[src/hdl/vzrd_pkg.sv]
// vzrd_pkg: shared widths, register indexes, mode codes and the result type
// of the visibility zero-run decoder. No dependencies.
package vzrd_pkg;

    localparam int LEAF_CNT_W = 14;  // leaf_count register
    localparam int LEAF_W     = 13;  // leaf indexes on registers and results
    localparam int MODE_W     = 2;
    localparam int BYTE_W     = 8;
    localparam int CFG_IDX_W  = 2;
    localparam int CFG_DATA_W = 14;  // widest register

    // Register indexes
    localparam logic [CFG_IDX_W-1:0] REG_LEAF_COUNT  = 2'd0;
    localparam logic [CFG_IDX_W-1:0] REG_OWN_LEAF    = 2'd1;
    localparam logic [CFG_IDX_W-1:0] REG_DECODE_MODE = 2'd2;

    // decode_mode codes
    localparam logic [MODE_W-1:0] MODE_DECODE  = 2'd0;
    localparam logic [MODE_W-1:0] MODE_ALL_VIS = 2'd1;
    localparam logic [MODE_W-1:0] MODE_NONE    = 2'd2;
    localparam logic [MODE_W-1:0] MODE_BAD     = 2'd3;

    typedef struct packed {
        logic [LEAF_W-1:0] first_leaf;
        logic [BYTE_W-1:0] visible_mask;
        logic              is_final;
        logic              all_visible;
    } t_res;

endpackage

[src/hdl/visibility_zero_run_decoder.sv]
// visibility_zero_run_decoder: run-length visibility decoder, one compressed
// byte per word in, literal masks and a closing word out.
// Depends on vzrd_pkg.
//
//  channel | direction | handshake                    | payload
//  --------+-----------+------------------------------+----------------------------------
//  input   | in        | i_in_valid / o_in_ready      | i_data_byte, i_end_of_data
//  output  | out       | o_out_valid / i_out_ready    | o_first_leaf, o_visible_mask,
//          |           |                              | o_is_final, o_all_visible
//  config  | in        | i_cfg_we (no wait)           | i_cfg_index, i_cfg_data
//
// Flow: one input word per cycle while the result queue has room; a word is held
//   in the input register, and its results are written from there into a
//   2-entry result queue whose head drives the output.
// A word with two results (literal plus closing word) needs both queue entries free.
// Stalls: a word waits in the input register until the queue has room for its results.
// Reset (synchronous, active low) clears registers, decode state and queue.
module visibility_zero_run_decoder #(
    parameter int MAX_LEAVES = 8192
) (
    input  logic                            i_clk,
    input  logic                            i_rst_n,
    // config write port
    input  logic                            i_cfg_we,
    input  logic [vzrd_pkg::CFG_IDX_W-1:0]  i_cfg_index,
    input  logic [vzrd_pkg::CFG_DATA_W-1:0] i_cfg_data,
    // input channel
    input  logic                            i_in_valid,
    output logic                            o_in_ready,
    input  logic [vzrd_pkg::BYTE_W-1:0]     i_data_byte,
    input  logic                            i_end_of_data,
    // output channel
    output logic                            o_out_valid,
    input  logic                            i_out_ready,
    output logic [vzrd_pkg::LEAF_W-1:0]     o_first_leaf,
    output logic [vzrd_pkg::BYTE_W-1:0]     o_visible_mask,
    output logic                            o_is_final,
    output logic                            o_all_visible
);
    import vzrd_pkg::*;

    // Width of the effective leaf count (leaf_count clipped to MAX_LEAVES).
    localparam int MAXL_W = $clog2(MAX_LEAVES + 1);
    localparam int CMP_W  = (MAXL_W > LEAF_CNT_W) ? MAXL_W : LEAF_CNT_W;
    // Wide working width for byte offsets and leaf arithmetic.
    localparam int AW     = CMP_W + 4;
    // Byte position spans 0 .. bitmap byte count.
    localparam int NBYTES_MAX = (MAX_LEAVES + 6) / 8;
    localparam int PW     = $clog2(NBYTES_MAX + 1);

    localparam logic [CMP_W-1:0] MAX_LEAVES_C = CMP_W'(MAX_LEAVES);

    // ---------------- configuration registers ----------------
    logic [LEAF_CNT_W-1:0] r_leaf_count;
    logic [LEAF_W-1:0]     r_own_leaf;
    logic [MODE_W-1:0]     r_decode_mode;

    always_ff @(posedge i_clk) begin
        if (!i_rst_n) begin
            r_leaf_count  <= '0;
            r_own_leaf    <= '0;
            r_decode_mode <= MODE_DECODE;
        end else if (i_cfg_we) begin
            unique case (i_cfg_index)
                REG_LEAF_COUNT:  r_leaf_count  <= i_cfg_data[LEAF_CNT_W-1:0];
                REG_OWN_LEAF:    r_own_leaf    <= i_cfg_data[LEAF_W-1:0];
                REG_DECODE_MODE: r_decode_mode <= i_cfg_data[MODE_W-1:0];
                default: ;  // unmapped index, write dropped
            endcase
        end
    end

    // ---------------- input register ----------------
    logic              r_in_valid;
    logic [BYTE_W-1:0] r_data;
    logic              r_last;
    logic              commit;      // registered word's results go to the queue

    assign o_in_ready = !r_in_valid || commit;

    always_ff @(posedge i_clk) begin
        if (!i_rst_n) begin
            r_in_valid <= 1'b0;
        end else if (o_in_ready) begin
            r_in_valid <= i_in_valid;
        end
    end

    always_ff @(posedge i_clk) begin
        if (o_in_ready && i_in_valid) begin
            r_data <= i_data_byte;
            r_last <= i_end_of_data;
        end
    end

    // ---------------- decode state ----------------
    logic [PW-1:0] r_pos, n_pos;   // bitmap bytes covered so far
    logic          r_run, n_run;   // previous byte was a zero-run marker
    logic          r_fin, n_fin;   // closing word already sent for this stream

    // ---------------- decode logic ----------------
    logic [CMP_W-1:0]  leaves;
    logic              bad_own;
    logic [MODE_W-1:0] mode;
    logic [AW-1:0]     vis, nbytes, pos_w, pos_sum, base;
    logic [BYTE_W-1:0] keep;
    logic [1:0]        n_push;
    t_res              res_a, res_b;
    t_res              lit_res, fin_res;

    always_comb begin
        leaves  = (CMP_W'(r_leaf_count) > MAX_LEAVES_C) ? MAX_LEAVES_C
                                                        : CMP_W'(r_leaf_count);
        bad_own = (r_own_leaf == '0) || (CMP_W'(r_own_leaf) >= leaves);
        mode    = (bad_own || r_decode_mode == MODE_BAD) ? MODE_NONE : r_decode_mode;

        // visible leaves exclude void leaf 0; bitmap is ceil(vis/8) bytes
        vis     = AW'(leaves) - AW'(1);
        nbytes  = (AW'(leaves) + AW'(6)) >> 3;
        base    = AW'(r_pos) << 3;
        pos_sum = AW'(r_pos) + AW'(r_data);

        for (int b = 0; b < BYTE_W; b++) begin
            keep[b] = (base + AW'(b)) < vis;
        end

        lit_res.first_leaf   = LEAF_W'(base + AW'(1));
        lit_res.visible_mask = r_data & keep;
        lit_res.is_final     = 1'b0;
        lit_res.all_visible  = 1'b0;

        fin_res.first_leaf   = r_own_leaf;
        fin_res.visible_mask = BYTE_W'(1);
        fin_res.is_final     = 1'b1;
        fin_res.all_visible  = 1'b0;

        res_a  = fin_res;
        res_b  = fin_res;
        n_push = 2'd0;
        n_pos  = r_pos;
        n_run  = r_run;
        n_fin  = r_fin;
        pos_w  = AW'(r_pos);

        if (!r_fin) begin
            if (mode != MODE_DECODE) begin
                // all-visible or nothing-visible: one closing word per stream
                res_a.first_leaf   = '0;
                res_a.visible_mask = '0;
                res_a.all_visible  = (mode == MODE_ALL_VIS);
                n_push             = 2'd1;
                n_fin              = 1'b1;
            end else begin
                priority if (r_run) begin
                    // run length byte, saturate at bitmap end
                    pos_w = (pos_sum > nbytes) ? nbytes : pos_sum;
                    n_run = 1'b0;
                end else if (r_data == '0) begin
                    n_run = 1'b1;
                end else begin
                    res_a  = lit_res;
                    n_push = 2'd1;
                    pos_w  = AW'(r_pos) + AW'(1);
                end
                if (pos_w >= nbytes || r_last) begin
                    n_push = n_push + 2'd1;   // closing word goes after any literal
                    n_fin  = 1'b1;
                end
                n_pos = PW'(pos_w);
            end
        end

        if (r_last) begin
            n_pos = '0;
            n_run = 1'b0;
            n_fin = 1'b0;
        end
    end

    // ---------------- result queue (2 entries, head in r_q0) ----------------
    t_res       r_q0, r_q1, n_q0, n_q1;
    logic [1:0] r_cnt, n_cnt, cnt_ap, free;
    logic       pop;

    assign pop    = o_out_valid && i_out_ready;
    assign cnt_ap = r_cnt - {1'b0, pop};
    assign free   = 2'd2 - cnt_ap;
    assign commit = r_in_valid && (n_push <= free);

    always_comb begin
        n_q0 = pop ? r_q1 : r_q0;
        n_q1 = r_q1;
        if (commit && n_push != 2'd0) begin
            if (cnt_ap == 2'd0) begin
                n_q0 = res_a;
            end else begin
                n_q1 = res_a;
            end
            if (n_push == 2'd2) begin
                n_q1 = res_b;
            end
        end
        n_cnt = cnt_ap + (commit ? n_push : 2'd0);
    end

    always_ff @(posedge i_clk) begin
        if (!i_rst_n) begin
            r_cnt <= '0;
            r_pos <= '0;
            r_run <= 1'b0;
            r_fin <= 1'b0;
        end else begin
            r_cnt <= n_cnt;
            if (commit) begin
                r_pos <= n_pos;
                r_run <= n_run;
                r_fin <= n_fin;
            end
        end
    end

    always_ff @(posedge i_clk) begin
        r_q0 <= n_q0;
        r_q1 <= n_q1;
    end

    assign o_out_valid    = (r_cnt != 2'd0);
    assign o_first_leaf   = r_q0.first_leaf;
    assign o_visible_mask = r_q0.visible_mask;
    assign o_is_final     = r_q0.is_final;
    assign o_all_visible  = r_q0.all_visible;

    // ---------------- assertions ----------------
    a_cnt_bound: assert property (@(posedge i_clk) disable iff (!i_rst_n)
        r_cnt != 2'd3)
        else $error("result queue count out of range");

    a_no_overflow: assert property (@(posedge i_clk) disable iff (!i_rst_n)
        commit |-> (cnt_ap + n_push) <= 2'd2)
        else $error("result queue overflow");

    a_restart: assert property (@(posedge i_clk) disable iff (!i_rst_n)
        (commit && r_last) |=> (r_pos == '0 && !r_run && !r_fin))
        else $error("decoder did not restart after end of data");

    a_finished_quiet: assert property (@(posedge i_clk) disable iff (!i_rst_n)
        (r_in_valid && r_fin) |-> n_push == 2'd0)
        else $error("result produced after closing word");

endmodule
[config.mk]
export PLATFORM = sky130hd
export DESIGN_NAME = visibility_zero_run_decoder
export DESIGN_NICKNAME = d
export VERILOG_FILES = /design/src/hdl/vzrd_pkg.sv /design/src/hdl/visibility_zero_run_decoder.sv
export SDC_FILE = /design/constraint.sdc
export NUM_CORES = 1
export LEC_CHECK = 0
export ABC_CLOCK_PERIOD_IN_PS = 11690
export BUFFER_PORTS_ARGS = -buffer_cell sky130_fd_sc_hd__buf_2
export CAP_MARGIN = 20
export CORE_ASPECT_RATIO = 0.5
export CORE_UTILIZATION = 61
export DETAILED_ROUTE_END_ITERATION = 10
export HOLD_SLACK_MARGIN = 0.05
export PLACE_DENSITY = 0.81
export SLEW_MARGIN = 20
export SYNTH_ARGS = -nofsm -noshare
export SYNTH_HDL_FRONTEND = slang
export SYNTH_SLANG_ARGS = --single-unit
[constraint.sdc]
create_clock -name i_clk -period 11.69 [get_ports i_clk]
set_input_delay 0.5845 -clock i_clk [delete_from_list [all_inputs] [get_ports i_clk]]
set_output_delay 0.5845 -clock i_clk [all_outputs]
set_load 0.01 [all_outputs]
==> results.yml <==
synth:
  synth_seq_cells: 100
  async_reset_ff_frac: 0
  synthTopCellsByCount: "96 x nand2_1, 68 x dfxtp_1, 67 x nor2_1"
  synth_warnings: 0
  ys_types: 83
  post-synth-top-count-cell: "nand2_1"
  synth_area_leaders: "dfxtp_1 19%, edfxtp_1 14%, ha_1 11%, nand2_1 5.1%, a21oi_1 3.7%"
  netlist_area_um2: 7091
  syn_avg_cell_area_um2: 8.711
  synth_area_leader_cell: "dfxtp_1"
  synth_top_cell_area_share: 0.1920
  syn_inst: 814
  ys.flop_type: "dfxtp_1"
  ys_seq_area_frac: 0.3275
  synth_edf_count: 32
clock_tree:
  cts_sinks: 100
  cts_tree: "yes"
  h-tree-depth: 3
  cts-root-buf: "clkbuf_16"
  cts_resized: 0
  clk_pin_slew_ps: 70
  cts.path.max_buffers: 2
  clock_latency_ps: 370
  numCtsBuffers: 9
  ctsHoldBuffers: 0
  postCtsSetupBuffers: 0
placed_design:
  gp_congestion: 0.9846
  pre_cts_ws_ps: 2872
  portBuffers: 54
  place_area_um2: 7417
  dp_hpwl_um: 15240
detailed_routing:
  drtIter0Drc: 833
  firstDrtPassIters: 7
  met3_length_um: 2172
  vias_per_cell: 6.588
  highest_layer: "met4"
  drc: 0
  routed-wl-met2_um: 8502
  drt-total-wl_um: 20050
  postRouteAntennaNets: 0
  vias: 6568
  wl_per_cell_um: 20.11
  drt-met1-wl_um: 9152
sta:
  post-route-period-util: 0.7727
  post-route-min-period_ps: 9033
  finalHoldViolCount: 0
  setup_viol: 0
  timing.setup.tns_ps: 0
  maxSlewViolCount: 0
  finClkSkew_ps: 15.44
  slew_headroom: 0.3149
  timing.hold.ws_ps: 401.6
  worst_pin_slew_ps: 1021
  fmax_ghz: 0.1107
  rsz0062_at_grt: "false"
  setup_ws_ps: 2657
finish:
  multiInputGateArea_um2: 4502
  ff_latch_area_um2: 2322
  drive_above_1_share: 0.1315
  finalInstanceArea_um2: 7712
  fin_util: 0.6918
  fin_nets: 943
  syn2layout_area_growth_pct: 8.770
  fillers: 906
  antenna_cells: 0
floorplan:
  fp.dieW_um: 154.5
  row_count: 27
  core_region_area_um2: 11150
  die_area_um2: 12090
  ioPinCount: 55
  die_y_um: 78.24
  initial_core_util: 0.6360
global_routing:
  overflow: 0
  grt_pass1_wl_um: 31550
  grt_pass1_vias: 5818
  grt_usage: 0.3399
  antenna_found_initial: 0
  grt_max_degree: 37
setup_path:
  crit_path_frequent_cell: "ha_1"
  r2r_cells: 38
  path_max_fanout: 15
  worstSetupPathType: "reg -> reg"
  critical_path_arrival_ps: 9330
  crit_path_top_delay_cell: "nor2_1"
  critPathCaptureType: "flop"
  critPathMaxStageDelay_ps: 750
  cp.required_ps: 11990
  critPathLaunchType: "flop"
power_and_ir_drop:
  power_leakage_nw: 3.310
  p_per_area_nw_per_um2: 169.7
  vdd_ir_drop_max_v: 0.00009026
hold_path:
  hold-path-cell-count: 1
  hold_class: "in -> reg"
run:
  cap_violations: 0
outcome:
  status: "complete, no violations"
[state kept, by name (all words and copies together) (netlist names), 2 cells and up]
name,flops
o_first_leaf,13
o_visible_mask,8
r_cnt,2
r_data,8
r_decode_mode,2
r_leaf_count,14
r_own_leaf,13
r_pos,11
r_q1,23
[path summary, 6_finish.rpt]
path	startpoint	end	slack, ps
setup / recovery	r_pos[0]	o_first_leaf[12]	2660
hold / removal	i_data_byte[5]	r_data[5]	400
setup reg to reg	r_pos[0]	o_first_leaf[12]	2660
hold reg to reg	r_leaf_count[9]	r_leaf_count[9]	520
[per-layer routing]
metal,vias to the layer above,GRT usage
li1,3060,-
met1,3099,0.5071
met2,377,0.5140
met3,32,0.05632
met4,0,0.06832
met5,-,0
[critical path, delay by kind of cell, from the launching register on]
| kind | cells | cell delay, ps |
|---|---|---|
| AO/OA/AOI/OAI | 14 | 3220 |
| AND/OR/NAND/NOR | 15 | 2750 |
| adder cells (fa/ha/maj) | 6 | 1760 |
| flip-flops | 1 | 540 |
| multiplexers | 1 | 410 |
| XOR/XNOR | 1 | 230 |
| buffers and inverters | 1 | 70 |
[cells by family after synthesis]
| logic type | count (synthesis) | synth area share |
|---|---|---|
| and+or+nand+nor | 300 | 0.2174 |
| AOI/OAI and AO/OA | 221 | 0.2181 |
| DFF | 100 | 0.3275 |
| buffers and inverters | 68 | 0.04023 |
| adders and majority gates | 66 | 0.1175 |
| xor gates and xnor gates | 31 | 0.03829 |
| muxes | 27 | 0.04041 |
| other | 1 | 0.0005289 |
[stage by stage]
step           power, mW  instances
3_3_place_gp      0.9890        981
2_1_floorplan     0.8557        815
5_1_grt            1.380        997
3_5_place_dp       1.005        981
4_1_cts            1.300        997
6_report           1.309        997
[layout make-up]
type	instances	share of cell area
clock inverters	6	0.007463
clock buffers	10	0.02969
flip-flops and latches	100	0.3011
well taps	145	0.02352
inverters	30	0.01460
repair buffers	59	0.03991
multi-input cells	647	0.5837
[cell usage in the layout, fill, tap and decap left out, types with 15 or more instances in the layout]
cell and n:
a21oi_1 53, buf_2 54, xnor2_1 18, a21o_1 15, nor2_1 67, inv_1 28
edfxtp_1 32, o21ai_0 36, nand2_1 96, dfxtp_1 68, nand2b_1 20, ha_1 65
[power breakdown]
part / switching, mW / internal [mW]
registers: 0.0465 / 0.445
logic: 0.306 / 0.213
clock network: 0.148 / 0.150
total: 0.501 / 0.808
Power figures use the tool's default switching activity.
